File: src/design/rfam_pkg.sv
// Shared types, mode codes and constant tables for the recursive filter and
// AM modulator. No dependencies; used by every module of the block.
`timescale 1ns / 1ps

package rfam_pkg;

  // Operating modes. Codes above MODE_ALLPASS behave as allpass.
  typedef enum logic [2:0] {
    MODE_LOWPASS  = 3'd0,
    MODE_HIGHPASS = 3'd1,
    MODE_BANDPASS = 3'd2,
    MODE_MODULATE = 3'd3,
    MODE_ALLPASS  = 3'd4
  } mode_t;

  // Configuration register indexes.
  typedef enum logic [1:0] {
    REG_MODE    = 2'd0,
    REG_SETTING = 2'd1
  } reg_index_t;

  localparam int SAMPLE_W     = 10;
  localparam int LEVEL_W      = 8;
  localparam int DATA_W       = 16;
  localparam int HIST_DEPTH   = 7;
  localparam int SINE_STEPS   = 32;
  localparam int PHASE_W      = $clog2(SINE_STEPS);
  localparam int CARRIER_SPLIT = 108;

  typedef logic signed [7:0] coef_t;
  typedef logic [HIST_DEPTH-1:0][DATA_W-1:0] hist_t;

  typedef struct packed {
    logic [LEVEL_W-1:0] level;
    logic [DATA_W-1:0]  feedback;
  } filt_res_t;

  // Three-tap symmetric rows: 0..7 lowpass, 8..15 highpass.
  localparam coef_t TAP3_ROWS [0:15][0:2] = '{
    '{ 8'sd8,   8'sd1,   8'sd1  }, '{ 8'sd8,   8'sd2,   8'sd2  },
    '{ 8'sd5,   8'sd11,  8'sd7  }, '{ 8'sd0,   8'sd12,  8'sd12 },
    '{-8'sd4,   8'sd10,  8'sd17 }, '{-8'sd9,   8'sd8,   8'sd17 },
    '{-8'sd6,  -8'sd5,   8'sd20 }, '{-8'sd3,  -8'sd9,  -8'sd21 },
    '{-8'sd4,  -8'sd12, -8'sd18 }, '{ 8'sd2,  -8'sd10, -8'sd21 },
    '{ 8'sd4,  -8'sd8,  -8'sd20 }, '{ 8'sd5,  -8'sd6,  -8'sd20 },
    '{ 8'sd8,   8'sd0,  -8'sd18 }, '{ 8'sd4,   8'sd10, -8'sd18 },
    '{ 8'sd1,   8'sd12, -8'sd12 }, '{-8'sd8,   8'sd2,  -8'sd3  }
  };

  // Four-tap band-pass rows.
  localparam coef_t TAP4_ROWS [0:7][0:3] = '{
    '{-8'sd5, -8'sd7,  8'sd0,  8'sd8 }, '{-8'sd1, -8'sd8, -8'sd3,  8'sd8 },
    '{ 8'sd3, -8'sd6, -8'sd6,  8'sd7 }, '{ 8'sd6, -8'sd3, -8'sd8,  8'sd6 },
    '{ 8'sd5,  8'sd1, -8'sd9,  8'sd6 }, '{-8'sd1, -8'sd8, -8'sd4,  8'sd11},
    '{ 8'sd2, -8'sd7, -8'sd7,  8'sd10}, '{ 8'sd3,  8'sd1, -8'sd11, 8'sd8 }
  };

  // One carrier period, offset binary about 128.
  localparam logic [7:0] SINE_TABLE [0:SINE_STEPS-1] = '{
    8'd128, 8'd152, 8'd176, 8'd198, 8'd217, 8'd233, 8'd245, 8'd252,
    8'd254, 8'd252, 8'd245, 8'd233, 8'd217, 8'd198, 8'd176, 8'd152,
    8'd127, 8'd103, 8'd79,  8'd57,  8'd38,  8'd22,  8'd10,  8'd3,
    8'd1,   8'd3,   8'd10,  8'd22,  8'd38,  8'd57,  8'd79,  8'd103
  };

endpackage

File: src/design/rfam_filter.sv
// Recursive filter datapath: coefficient row lookup, four 8x16 wrapping
// products, sum, output level and new feedback value. Uses rfam_pkg.
`timescale 1ns / 1ps

module rfam_filter (
  input  rfam_pkg::mode_t                mode,
  input  logic [2:0]                     row,
  input  rfam_pkg::hist_t                history,
  input  logic [rfam_pkg::DATA_W-1:0]    feedback,
  output rfam_pkg::filt_res_t            result
);

  always_comb begin
    rfam_pkg::coef_t c0, c1, c2, c3;
    logic [15:0] op0, op1, op2, op3;
    logic [15:0] p0, p1, p2, p3;
    logic [15:0] acc;
    logic [15:0] u;

    case (mode)
      rfam_pkg::MODE_HIGHPASS: begin
        c0  = rfam_pkg::TAP3_ROWS[{1'b1, row}][0];
        c1  = rfam_pkg::TAP3_ROWS[{1'b1, row}][1];
        c2  = rfam_pkg::TAP3_ROWS[{1'b1, row}][2];
        c3  = 8'sd0;
        op0 = history[4] - feedback;
        op1 = history[3] - history[0];
        op2 = history[2] - history[1];
        op3 = 16'd0;
      end
      rfam_pkg::MODE_BANDPASS: begin
        c0  = rfam_pkg::TAP4_ROWS[row][0];
        c1  = rfam_pkg::TAP4_ROWS[row][1];
        c2  = rfam_pkg::TAP4_ROWS[row][2];
        c3  = rfam_pkg::TAP4_ROWS[row][3];
        op0 = history[6] + feedback;
        op1 = history[5] + history[0];
        op2 = history[4] + history[1];
        op3 = history[3] + history[2];
      end
      default: begin
        c0  = rfam_pkg::TAP3_ROWS[{1'b0, row}][0];
        c1  = rfam_pkg::TAP3_ROWS[{1'b0, row}][1];
        c2  = rfam_pkg::TAP3_ROWS[{1'b0, row}][2];
        c3  = 8'sd0;
        op0 = history[4] + feedback;
        op1 = history[3] + history[0];
        op2 = history[2] + history[1];
        op3 = 16'd0;
      end
    endcase

    // Only the low 16 bits of each product matter, so the sign-extended
    // coefficient times the operand, cut to 16 bits, is exact.
    p0  = 16'({{8{c0[7]}}, c0} * op0);
    p1  = 16'({{8{c1[7]}}, c1} * op1);
    p2  = 16'({{8{c2[7]}}, c2} * op2);
    p3  = 16'({{8{c3[7]}}, c3} * op3);
    acc = p0 + p1 + p2 + p3;
    u   = acc + 16'h8000;

    result.level    = u[15:8];
    result.feedback = {6'd0, u[15:6]} - 16'd512;
  end

endmodule

File: src/design/rfam_am.sv
// Amplitude modulator: the sample's top 8 bits about 128 times a sine
// carrier about 128, scaled by 7 or 8 bits. Uses rfam_pkg.
`timescale 1ns / 1ps

module rfam_am (
  input  logic [rfam_pkg::SAMPLE_W-1:0] sample,
  input  logic [rfam_pkg::PHASE_W-1:0]  phase,
  input  logic [rfam_pkg::SAMPLE_W-1:0] setting,
  output logic [rfam_pkg::LEVEL_W-1:0]  level
);

  logic signed [8:0]  amp;
  logic signed [8:0]  carrier;
  logic signed [17:0] prod;
  logic signed [17:0] biased;

  assign amp     = $signed({1'b0, sample[9:2]}) - 9'sd128;
  assign carrier = $signed({1'b0, rfam_pkg::SINE_TABLE[phase]}) - 9'sd128;
  assign prod    = 18'(amp * carrier);
  // The biased product always lies in 0..32767, so plain bit slices serve.
  assign biased  = prod + 18'sd16384;

  always_comb begin
    if (setting > 10'(rfam_pkg::CARRIER_SPLIT)) begin
      level = biased[15:8];
    end else begin
      level = biased[14:7];
    end
  end

endmodule

File: src/design/recursive_filter_and_am_modulator.sv
// Top level of the recursive filter and AM modulator: handshakes, state
// registers and output selection. Uses rfam_pkg, rfam_filter and rfam_am.
`timescale 1ns / 1ps

//  Channel   Signals                                   Direction  Beat
//  --------  ----------------------------------------  ---------  ---------------
//  sample    sample_valid, sample_ready, sample[9:0]   in         one ADC sample
//  level     level_valid, level_ready, level[7:0]      out        one output level
//  cfg       cfg_valid, cfg_ready, cfg_index, cfg_data in         one register write
//
// A sample beat lands in the input register; when the output register is
// free it is worked on against the filter history and feedback and the
// result goes to the output register. One sample is accepted every cycle
// as long as the output side keeps taking levels; a stalled output register
// holds its level and the input register backs up behind it. Reset (rst,
// synchronous) empties both registers, clears mode and setting, and sets
// the history to its start value. Configuration beats are always taken;
// each write to mode or setting restarts the filter history, feedback and
// carrier phase.

module recursive_filter_and_am_modulator (
  input  logic                             clk,
  input  logic                             rst,

  input  logic                             sample_valid,
  output logic                             sample_ready,
  input  logic [rfam_pkg::SAMPLE_W-1:0]    sample,

  output logic                             level_valid,
  input  logic                             level_ready,
  output logic [rfam_pkg::LEVEL_W-1:0]     level,

  input  logic                             cfg_valid,
  output logic                             cfg_ready,
  input  logic [1:0]                       cfg_index,
  input  logic [rfam_pkg::SAMPLE_W-1:0]    cfg_data
);

  // Configuration registers.
  rfam_pkg::mode_t                   mode;
  logic [rfam_pkg::SAMPLE_W-1:0]     setting;

  // Filter and modulator state.
  logic [rfam_pkg::DATA_W-1:0]       feedback;
  rfam_pkg::hist_t                   history;
  logic [rfam_pkg::PHASE_W-1:0]      phase;

  // Input register.
  logic                              in_valid;
  logic [rfam_pkg::SAMPLE_W-1:0]     in_sample;

  logic                              advance;
  logic                              cfg_we;
  logic                              cfg_hit;
  logic                              filter_mode;
  rfam_pkg::filt_res_t               filt;
  logic [rfam_pkg::LEVEL_W-1:0]      am_level;
  logic [rfam_pkg::LEVEL_W-1:0]      level_next;
  logic [rfam_pkg::PHASE_W-1:0]      phase_next;

  // The held sample moves on when the output register is empty or its level
  // is being taken in this cycle.
  assign advance      = in_valid && (!level_valid || level_ready);
  assign sample_ready = !in_valid || advance;

  assign cfg_ready = 1'b1;
  assign cfg_we    = cfg_valid && cfg_ready;
  assign cfg_hit   = cfg_we && (cfg_index == rfam_pkg::REG_MODE ||
                                cfg_index == rfam_pkg::REG_SETTING);

  assign filter_mode = (mode == rfam_pkg::MODE_LOWPASS)  ||
                       (mode == rfam_pkg::MODE_HIGHPASS) ||
                       (mode == rfam_pkg::MODE_BANDPASS);

  rfam_filter u_filter (
    .mode     (mode),
    .row      (setting[2:0]),
    .history  (history),
    .feedback (feedback),
    .result   (filt)
  );

  rfam_am u_am (
    .sample  (in_sample),
    .phase   (phase),
    .setting (setting),
    .level   (am_level)
  );

  // Result selection. Unused mode codes pass the sample through like allpass.
  always_comb begin
    case (mode)
      rfam_pkg::MODE_LOWPASS,
      rfam_pkg::MODE_HIGHPASS,
      rfam_pkg::MODE_BANDPASS: level_next = filt.level;
      rfam_pkg::MODE_MODULATE: level_next = am_level;
      default:                 level_next = in_sample[9:2];
    endcase
  end

  assign phase_next = (phase == rfam_pkg::PHASE_W'(rfam_pkg::SINE_STEPS - 1)) ?
                      '0 : phase + 1'b1;

  // Control and state registers.
  always_ff @(posedge clk) begin
    if (rst) begin
      mode        <= rfam_pkg::MODE_LOWPASS;
      setting     <= '0;
      feedback    <= '0;
      history     <= rfam_pkg::hist_t'(1);
      phase       <= '0;
      in_valid    <= 1'b0;
      level_valid <= 1'b0;
    end else begin
      if (sample_valid && sample_ready) begin
        in_valid <= 1'b1;
      end else if (advance) begin
        in_valid <= 1'b0;
      end

      if (advance) begin
        level_valid <= 1'b1;
      end else if (level_ready) begin
        level_valid <= 1'b0;
      end

      // A register write restarts the signal path. Writes must come only while the
      // block is idle; the block does not enforce it and gives a write priority.
      if (cfg_hit) begin
        if (cfg_index == rfam_pkg::REG_MODE) begin
          mode <= rfam_pkg::mode_t'(cfg_data[2:0]);
        end else begin
          setting <= cfg_data;
        end
        feedback <= '0;
        history  <= rfam_pkg::hist_t'(1);
        phase    <= '0;
      end else if (advance) begin
        history <= {history[rfam_pkg::HIST_DEPTH-2:0],
                    {6'd0, in_sample} - 16'd512};
        if (filter_mode) begin
          feedback <= filt.feedback;
        end
        if (mode == rfam_pkg::MODE_MODULATE) begin
          phase <= phase_next;
        end
      end
    end
  end

  // Payload registers.
  always_ff @(posedge clk) begin
    if (sample_valid && sample_ready) begin
      in_sample <= sample;
    end
    if (advance) begin
      level <= level_next;
    end
  end

  // A write to mode or setting puts the filter history back to its start value and clears feedback and phase.
  a_cfg_clears: assert property (@(posedge clk) disable iff (rst)
    cfg_hit |=> (feedback == '0) && (phase == '0) &&
                (history == rfam_pkg::hist_t'(1)))
    else $error("configuration write did not clear the filter state");

  // The carrier phase moves only on a modulation item or a mode or setting write.
  a_phase_hold: assert property (@(posedge clk) disable iff (rst)
    (!cfg_hit && !(advance && mode == rfam_pkg::MODE_MODULATE)) |=> $stable(phase))
    else $error("carrier phase changed without a modulation item");

  // Each processed item shifts the history by one place unless a register write takes priority.
  a_hist_shift: assert property (@(posedge clk) disable iff (rst)
    (advance && !cfg_hit) |=> history[1] == $past(history[0]))
    else $error("history did not shift on a processed item");

  // A processed item always leaves a level in the output register.
  a_result_out: assert property (@(posedge clk) disable iff (rst)
    advance |=> level_valid)
    else $error("processed item produced no level");

  // Allpass passes the sample's top bits straight through.
  a_allpass: assert property (@(posedge clk) disable iff (rst)
    (advance && mode == rfam_pkg::MODE_ALLPASS) |=> level == $past(in_sample[9:2]))
    else $error("allpass level differs from the sample");

endmodule

File: config.mk
export PLATFORM = sky130hd
export DESIGN_NAME = recursive_filter_and_am_modulator
export DESIGN_NICKNAME = d
export VERILOG_FILES = /design/src/design/rfam_pkg.sv /design/src/design/rfam_filter.sv /design/src/design/rfam_am.sv /design/src/design/recursive_filter_and_am_modulator.sv
export SDC_FILE = /design/constraint.sdc
export NUM_CORES = 1
export LEC_CHECK = 0
export BUFFER_PORTS_ARGS = -buffer_cell sky130_fd_sc_hd__buf_2
export CAP_MARGIN = 20
export CORE_MARGIN = 10
export CORE_UTILIZATION = 49
export DETAILED_ROUTE_END_ITERATION = 16
export PLACE_DENSITY = 0.77
export SLEW_MARGIN = 10
export SYNTH_ARGS = -nofsm -noshare
export SYNTH_HDL_FRONTEND = slang
export SYNTH_SLANG_ARGS = --single-unit
export TNS_END_PERCENT = 100
File: constraint.sdc
create_clock -name clk -period 14.1 [get_ports clk]
set_input_delay 1.41 -clock clk [delete_from_list [all_inputs] [get_ports clk]]
set_output_delay 1.41 -clock clk [all_outputs]
set_load 0.005 [all_outputs]
==> flow_summary.json, run 1 <==
{
  "critPathKind": "reg2reg",
  "register_area_um2": 2540,
  "power.density_nw_per_um2": 74.1,
  "cts_tree": "built",
  "gr-total-overflow": 0,
  "drive_gt1_share_pct": 5.36,
  "hold_class": "reg2reg",
  "ys.flop_type": "dfxtp_1",
  "syn_inst": 2768,
  "yosysTopAreaCell": "fa_1",
  "synth_fp_nets": 3368,
  "postCtsSetupRepairBufs": 0,
  "synth_xor_area_share_pct": 4.62,
  "cts_resized": 0,
  "seq_area_frac_synth_pct": 11.3,
  "synth_area_um2": 22600,
  "h-tree-depth": 4,
  "final_util_pct": 52.4,
  "cp_max_fo": 75,
  "cp.required_ps": 14290,
  "crit_path_end_kind": "flop",
  "ys_seq_elements": 118,
  "synth-compound-area-share_pct": 11.7,
  "outcome": "finished clean",
  "rows": 78,
  "hold_violations": 0,
  "fmax_ghz": 0.0926,
  "clock_path_buffers": 2,
  "period_share_pct": 76.6,
  "cts_made_buffers": 17,
  "hold_start": "setting[9]",
  "rsz0062_at_grt": "no",
  "synth_fa_ha_area_share_pct": 43.3,
  "detail-route-antenna-nets": 0,
  "async_reset_ff_share_pct": 0,
  "firstDrtPassIters": 5,
  "grt_max_degree": 83,
  "grt_pass1_wl_mm": 99.7,
  "post-route-min-period_ps": 10800,
  "grt_use_total_pct": 23.1,
  "nets": 3347,
  "r2r_start": "mode[2]",
  "synth_top_family_by_area": "adder cells",
  "cpMaxStageDelayCell": "o211ai_1",
  "tightest_slew_ps": 1240,
  "die_w_um": 235,
  "critPathMaxStageDelay_ps": 630,
  "drtIter0Drc": 1397,
  "finalPower_mw": 1.77,
  "synth.distinct_cells": 91,
  "power.leakage_nw": 11.2,
  "setup_viol_count_final": 0,
  "drv_slew": 0,
  "synth-edff-count": 18,
  "start_kind": "flop",
  "io_pins": 38,
  "finalClockSkew_ps": 11.3,
  "crit_top_cell": "fa_1",
  "synth_area_leaders": "fa_1 (31%), ha_1 (13%), dfxtp_1 (8.9%), inv_1 (8.7%), nand2_1 (7.7%)",
  "multi_input_area_um2": 17600,
  "synth.mux.area_fraction_pct": 0.560,
  "dr_total_vias": 18600,
  "crit_path_start": "mode[2]",
  "yosysWarningCount": 0,
  "core_area_um2": 45500,
  "finalSetupTns_ps": 0,
  "fillers": 4259,
  "portBuffers": 36,
  "max-slew-margin-rel_pct": 16.7,
  "design.die.area_um2": 55000,
  "die_y_um": 235,
  "route.detailed.drc": 0,
  "insertion_delay_ps": 440,
  "synth_top_area_share_pct": 30.6,
  "path_clk_slew_ps": 60,
  "max_cap_violations": 0,
  "route.detailed.wl_per_inst_um": 18.4,
  "ir_drop_uv": 124,
  "gp_congestion": 0.988,
  "cts_hold_buf": 0,
  "wl_mm": 62.0,
  "avgSynthCellArea_um2": 8.15,
  "worstPathArrival_ps": 10990,
  "dp_hpwl_mm": 52.1,
  "grt_pass1_vias": 19300,
  "vias_per_cell": 5.54,
  "synth-simple-area-share_pct": 17.9,
  "antenna_found_initial": 1,
  "cts_sinks": 118,
  "syn2layout_area_growth_pct": 5.57,
  "initial_core_util_pct": 49.6,
  "cts-root-buf": "clkbuf_16"
}
## per-layer routing
layer | GRT usage (%) | vias to the layer above | routed length, um
met5 | 0 | - | 0
met4 | 10.4 | 0 | 2840
met3 | 3.85 | 138 | 4750
met2 | 39.1 | 702 | 30000
met1 | 28.4 | 9140 | 24400
li1 | - | 8626 | -
## worst max-delay path, delay by kind of cell, from the launching register on
family,cells,cell delay (ps)
adders and majority gates,10,4440
AOI/OAI and AO/OA,6,1650
buffers and inverters,2,650
DFF,1,500
xor gates and xnor gates,10,2440
and+or+nand+nor,4,840
## area by class of cell
| cell class | instances | share of cell area [%] |
|---|---|---|
| repair buffers | 57 | 1.42 |
| clock inverters | 15 | 0.557 |
| well taps | 600 | 3.15 |
| inverters | 527 | 8.31 |
| flip-flops and latches | 118 | 10.7 |
| diodes | 1 | 0.0105 |
| multi-input cells | 2026 | 74.1 |
| clock buffers | 17 | 1.79 |
## cell usage after synthesis, drive strengths merged, types with 6 or more instances
library cell and instances:
a31oi 9, a21oi 166, a211oi 13, and3 12, nand3 32, nand2 464
mux2i 7, xnor3 7, xnor2 73, nor2b 40, o21ai 81, nor2 209
xor2 28, o211ai 11, a22oi 8, or2 23, edfxtp 18, nor3 30
and2 39, fa 345, inv 526, o2111ai 6, ha 228, clkbuf 66
a21o 23, o21bai 6, buf 31, dfxtp 100, o21a 19, nand2b 48
o31ai 10, or3 7
## cells by family after synthesis
kind of cell,Yosys count
and+or+nand+nor,921
buffers and inverters,624
adders and majority gates,573
AOI/OAI and AO/OA,411
DFF,118
xor gates and xnor gates,108
muxes,12
other,1
## worst paths after layout
check	slack (ps)	to	cells past startpoint
setup / recovery	3300	level[7]	32
hold / removal	450	setting[9]	2
setup reg to reg	3300	level[7]	32
hold reg to reg	450	setting[9]	2
## flip-flops by register name, summed over array words and instances, names as in the netlist
| signal | flops |
|---|---|
| setting | 10 |
| level | 8 |
| level_valid | 1 |
| in_valid | 1 |
| history | 70 |
| phase | 5 |
| mode | 3 |
| in_sample | 10 |
| feedback | 10 |
## layout by cell type (no fill, tap or decap), types with 38 or more instances in the layout
cell | netlist | layout
and2_1 | 38 | 38
nand2b_1 | 48 | 46
nor2_1 | 208 | 208
fa_1 | 345 | 345
dfxtp_1 | 100 | 100
xnor2_1 | 73 | 73
nor2b_1 | 40 | 40
nand2_1 | 462 | 462
o21ai_0 | 73 | 73
a21oi_1 | 164 | 164
ha_1 | 228 | 228
inv_1 | 525 | 524
## where the power goes
group	switching, mW	internal, mW	total, mW
combinational	0.586	0.367	0.953
clock	0.184	0.231	0.415
sequential	0.0204	0.377	0.397
## stage by stage
stage               setup slack, ps  area, um2  hold slack (ps)  cells
finish                         3300      23800              454   3361
global route                   2710      23800              474   3360
CTS                            3380      23800              458   3356
detailed placement             3400      23200              449   3324
global placement               3560      23200              442   3324
floorplan                      3820      22600              431   2768
Power figures use the tool's default switching activity.
==> run 2: changes to the inputs <==
- PLACE_DENSITY: 0.77 -> 0.79
- clock period: 14.1 -> 9.3 ns (I/O delays scaled with it)
==> flow_summary.json, run 2 (synthesized netlist as in run 1, its figures left out) <==
{
  "power_switching_share_pct": 41.8,
  "grt_pass1_wl_mm": 101,
  "placed_cells": 3449,
  "grt_use_total_pct": 23.1,
  "cts_sinks": 118,
  "worstPathArrival_ps": 9480,
  "regMostFlops": "history",
  "antenna_found_initial": 0,
  "cp_max_fo": 5,
  "die_y_um": 235,
  "hold_violations": 0,
  "portBuffers": 36,
  "max-slew-margin-rel_pct": 24.4,
  "largest_register_ffs": 70,
  "path_clk_slew_ps": 60,
  "gr-total-overflow": 0,
  "violations": "negative setup slack",
  "tightest_slew_ps": 1120,
  "design.die.area_um2": 55000,
  "start_kind": "flop",
  "fmax_ghz": 0.107,
  "setup_ws_ps": -8.47,
  "cts_made_buffers": 17,
  "dp_hpwl_mm": 52.2,
  "hold_class": "reg2reg",
  "critPathKind": "reg2reg",
  "finalClockSkew_ps": 11.2,
  "wl_mm": 62.7,
  "layout_common_cells": "inv_1 (523), nand2_1 (459), fa_1 (333), ha_1 (221), nor2_1 (206)",
  "h-tree-depth": 4,
  "drv_slew": 0,
  "setup_viol_count_final": 1,
  "gp_congestion": 1.02,
  "io_pins": 38,
  "finalPower_mw": 2.92,
  "antennaDiodeCount": 0,
  "vias_per_cell": 5.45,
  "dr_total_vias": 19100,
  "drtIter0Drc": 1645,
  "rsz0062_at_grt": "yes",
  "post-route-min-period_ps": 9310,
  "detail-route-antenna-nets": 0,
  "crit_top_cell": "fa_1",
  "seqPwrFrac_pct": 20.6,
  "period_share_pct": 100,
  "rows": 78,
  "cpMaxStageDelayCell": "fa_1",
  "power.density_nw_per_um2": 115,
  "grt_max_degree": 84,
  "firstDrtPassIters": 8,
  "die_w_um": 235,
  "clkPwrFrac_pct": 22.3,
  "insertion_delay_ps": 430,
  "crit_path_end_kind": "flop",
  "clock_path_buffers": 2,
  "syn2layout_area_growth_pct": 12.5,
  "core_area_um2": 45500,
  "initial_core_util_pct": 49.6,
  "combinationalPowerShare_pct": 57.1,
  "cts_tree": "built",
  "critPathMaxStageDelay_ps": 620,
  "route.detailed.drc": 0,
  "ir_drop_uv": 210,
  "cts-root-buf": "clkbuf_16",
  "drive_gt1_share_pct": 12.5,
  "layout_commonest_cell": "inv_1",
  "route.detailed.wl_per_inst_um": 17.9,
  "fillers": 4143,
  "max_cap_violations": 0,
  "final-instance-count-excl-fill": 3506,
  "outcome": "complete, but fails checks",
  "nets": 3493,
  "power.leakage_nw": 12.0,
  "p_switching_mw": 1.22,
  "intPower_mw": 1.70,
  "cp.required_ps": 9470,
  "finalSetupTns_ps": -8.47,
  "grt_pass1_vias": 19100
}
run 2: changes by cell type in the layout (fill, tap and decap cells not counted), sizes merged:
cell	delta
buf	+149
clkbuf	-2
diode	-1
inv	-1
bufinv	+1
clkinv	-1
run 2: path summary, 6_finish.rpt:
kind,start,to,slack (ps),depth (start not counted)
worst max-delay path,mode[2],level[7],-8,37
worst min-delay path,setting[3],setting[3],450,2
worst max register to register,mode[2],level[7],-8,37
worst min register to register,setting[3],setting[3],450,2
run 2: what timing repair did:
action | 4_1_cts | 5_1_grt
hold buffers | 0 | 0
gates resized for setup | 57 | 40
pin swaps | 40 | 32
endpoints found under the setup margin | 1 | 10
setup buffers | 21 | 4
cloned | 1 | 0
run 2: routing by layer:
layer	up-vias	GRT usage [%]	wire, um
met3	130	2.85	4460
met2	721	39.0	30000
li1	8922	-	-
met1	9319	30.2	25800
met5	-	0	0
met4	0	8.21	2440
run 2: worst max-delay path: cells and delay by family (launching register included):
family / cells / cell delay (ps)
adders and majority gates: 11 / 4740
AOI/OAI and AO/OA: 11 / 1840
buffers and inverters: 8 / 850
and+or+nand+nor: 5 / 740
xor gates and xnor gates: 2 / 530
DFF: 1 / 360
run 2: power groups by stage:
| stage | combinational, mW | clock [mW] | sequential, mW |
|---|---|---|---|
| floorplan | 0.961 | 0 | 0.598 |
| global placement | 1.51 | 0 | 0.612 |
| detailed placement | 1.55 | 0 | 0.612 |
| CTS | 1.59 | 0.655 | 0.601 |
| global route | 1.84 | 0.676 | 0.605 |
| finish | 1.67 | 0.652 | 0.601 |
run 2: area by class of cell:
| type | instances | area [um2] | share of cell area [%] |
|---|---|---|---|
| flip-flops and latches | 118 | 2550 | 10.0 |
| well taps | 600 | 751 | 2.96 |
| multi-input cells | 2026 | 18000 | 71.0 |
| inverters | 527 | 1980 | 7.79 |
| clock buffers | 18 | 450 | 1.77 |
| repair buffers | 203 | 1490 | 5.86 |
| clock inverters | 14 | 138 | 0.542 |
run 2: stage by stage:
stage	hold WS, ps	utilization, %	worst slack, ps	cell area [um2]
6_report	455	55.8	-8.47	25400
5_1_grt	474	55.8	-252	25400
4_1_cts	455	55.3	0.0604	25100
3_5_place_dp	447	53.2	-45.3	24200
3_3_place_gp	443	53.2	62.3	24200
2_1_floorplan	431	-	5.79	22600
==> run 3: changes to the inputs <==
- CTS_BUF_LIST: default -> sky130_fd_sc_hd__clkbuf_8
- GPL_ROUTABILITY_DRIVEN: default -> 1
- SKIP_CTS_REPAIR_TIMING: default -> 1
==> flow_summary.json, run 3 (synthesized netlist as in run 1, its figures left out) <==
{
  "die_w_um": 235,
  "grt_use_total_pct": 22.6,
  "ir_drop_uv": 197,
  "route.detailed.drc": 0,
  "grt_pass1_wl_mm": 98.4,
  "layout_commonest_cell": "inv_1",
  "fin_hold_ws_ps": 457,
  "cts_made_buffers": 17,
  "syn2layout_area_growth_pct": 10.5,
  "setup.worst_path.end": "level[7]",
  "power_switching_share_pct": 43.3,
  "worstPathArrival_ps": 9530,
  "cp_max_fo": 9,
  "dp_hpwl_mm": 52.2,
  "hold_violations": 0,
  "r2r_end": "level[7]",
  "post-route-min-period_ps": 9340,
  "start_kind": "flop",
  "power.leakage_nw": 11.8,
  "vias_per_cell": 5.42,
  "rsz0062_at_grt": "yes",
  "crit_path_end_kind": "flop",
  "cts-root-buf": "clkbuf_8",
  "nets": 3480,
  "antennaDiodeCount": 0,
  "tightest_slew_ps": 1090,
  "path_clk_slew_ps": 80,
  "clkPwrFrac_pct": 17.9,
  "rows": 78,
  "largest_register_ffs": 70,
  "power.density_nw_per_um2": 108,
  "finalClockSkew_ps": 16.7,
  "fmax_ghz": 0.107,
  "worst_r2r_path_depth": 37,
  "gr-total-overflow": 0,
  "setup_viol_count_final": 1,
  "placed_cells": 3449,
  "antenna_found_initial": 0,
  "final-instance-count-excl-fill": 3493,
  "place_area_um2": 24200,
  "reg2reg_slack_ps": -40,
  "crit_path_start": "mode[2]",
  "crit_top_cell": "fa_1",
  "cp.required_ps": 9500,
  "max-slew-margin-rel_pct": 26.8,
  "die_y_um": 235,
  "finalSetupTns_ps": -37.5,
  "regMostFlops": "history",
  "period_share_pct": 100,
  "io_pins": 38,
  "violations": "negative setup slack",
  "cts_tree": "built",
  "critPathKind": "reg2reg",
  "drv_slew": 0,
  "design.die.area_um2": 55000,
  "dr_total_vias": 18900,
  "layout_common_cells": "inv_1 (523), nand2_1 (461), fa_1 (335), ha_1 (224), nor2_1 (206)",
  "drive_gt1_share_pct": 11.6,
  "drtIter0Drc": 1553,
  "detail-route-antenna-nets": 0,
  "seqPwrFrac_pct": 22.2,
  "firstDrtPassIters": 6,
  "initial_core_util_pct": 49.6,
  "h-tree-depth": 4,
  "setup_ws_ps": -37.5,
  "clock_path_buffers": 2,
  "grt_pass1_vias": 18700,
  "route.detailed.wl_per_inst_um": 17.7,
  "critPathMaxStageDelay_ps": 590,
  "cpMaxStageDelayCell": "fa_2",
  "intPower_mw": 1.53,
  "hold_class": "reg2reg",
  "combinationalPowerShare_pct": 59.9,
  "outcome": "complete, but fails checks",
  "insertion_delay_ps": 450,
  "cts_sinks": 118,
  "gp_congestion": 1.02,
  "hold_depth": 2,
  "core_area_um2": 45500,
  "p_switching_mw": 1.17,
  "r2r_start": "mode[2]",
  "post-route-cell-area_um2": 24900,
  "wl_mm": 62.0,
  "portBuffers": 36,
  "max_cap_violations": 0,
  "grt_max_degree": 84
}
## run 3: cell types whose count changed in the layout (fill, tap and decap cells not counted), moves of 3 or more
cell / before / now
clkbuf_8: 0 / 17
clkbuf_16: 18 / 2
buf_4: 159 / 150
buf_6: 6 / 1
ha_1: 221 / 224
ha_4: 4 / 1
## run 3: worst min-delay path by stage
stage	slack [ps]	to	from
global placement	440	setting[4]	setting[4]
CTS	460	setting[8]	setting[8]
finish	460	setting[8]	setting[8]
detailed placement	450	setting[8]	setting[8]
global route	480	setting[8]	setting[8]
floorplan	430	history[0]	in_sample[0]
## run 3: power groups by stage
stage               combinational (mW)  clock [mW]  sequential, mW
finish                            1.61       0.483           0.600
global route                      1.80       0.507           0.604
detailed placement                1.55           0           0.612
floorplan                        0.961           0           0.598
CTS                               1.55       0.485           0.600
global placement                  1.51           0           0.612
## run 3: through the flow
step / setup slack (ps) / util [%] / total power [mW]
after floorplan: 5.79 / - / 1.56
after global placement: 62.3 / 53.2 / 2.12
after detailed placement: -45.3 / 53.2 / 2.16
after CTS: -86.7 / 54.1 / 2.64
after global routing: -265 / 54.8 / 2.91
final: -37.5 / 54.8 / 2.70
## run 3: area by class of cell
cell class	count	area, um2
fillers	4223	20600
multi-input cells	2026	17900
flip-flops and latches	118	2550
inverters	527	1980
repair buffers	190	1390
well taps	600	751
clock buffers	17	234
clock inverters	15	168
## run 3: worst max-delay path: cells and delay by family (launching register included)
kind,cells,cell delay (ps)
compound gates,4,740
xor+xnor,10,2130
fa+ha+maj,9,3860
buf+inv,8,950
flops,1,360
mux,1,90
simple gates,5,920
## run 3: metal layers
metal / wire, um / track usage, % / part of all wire, %
met1: 25800 / 29.7 / 42
met2: 29900 / 38.4 / 48
met3: 4340 / 2.96 / 7.0
met4: 1950 / 6.45 / 3.1
met5: 0 / 0 / 0
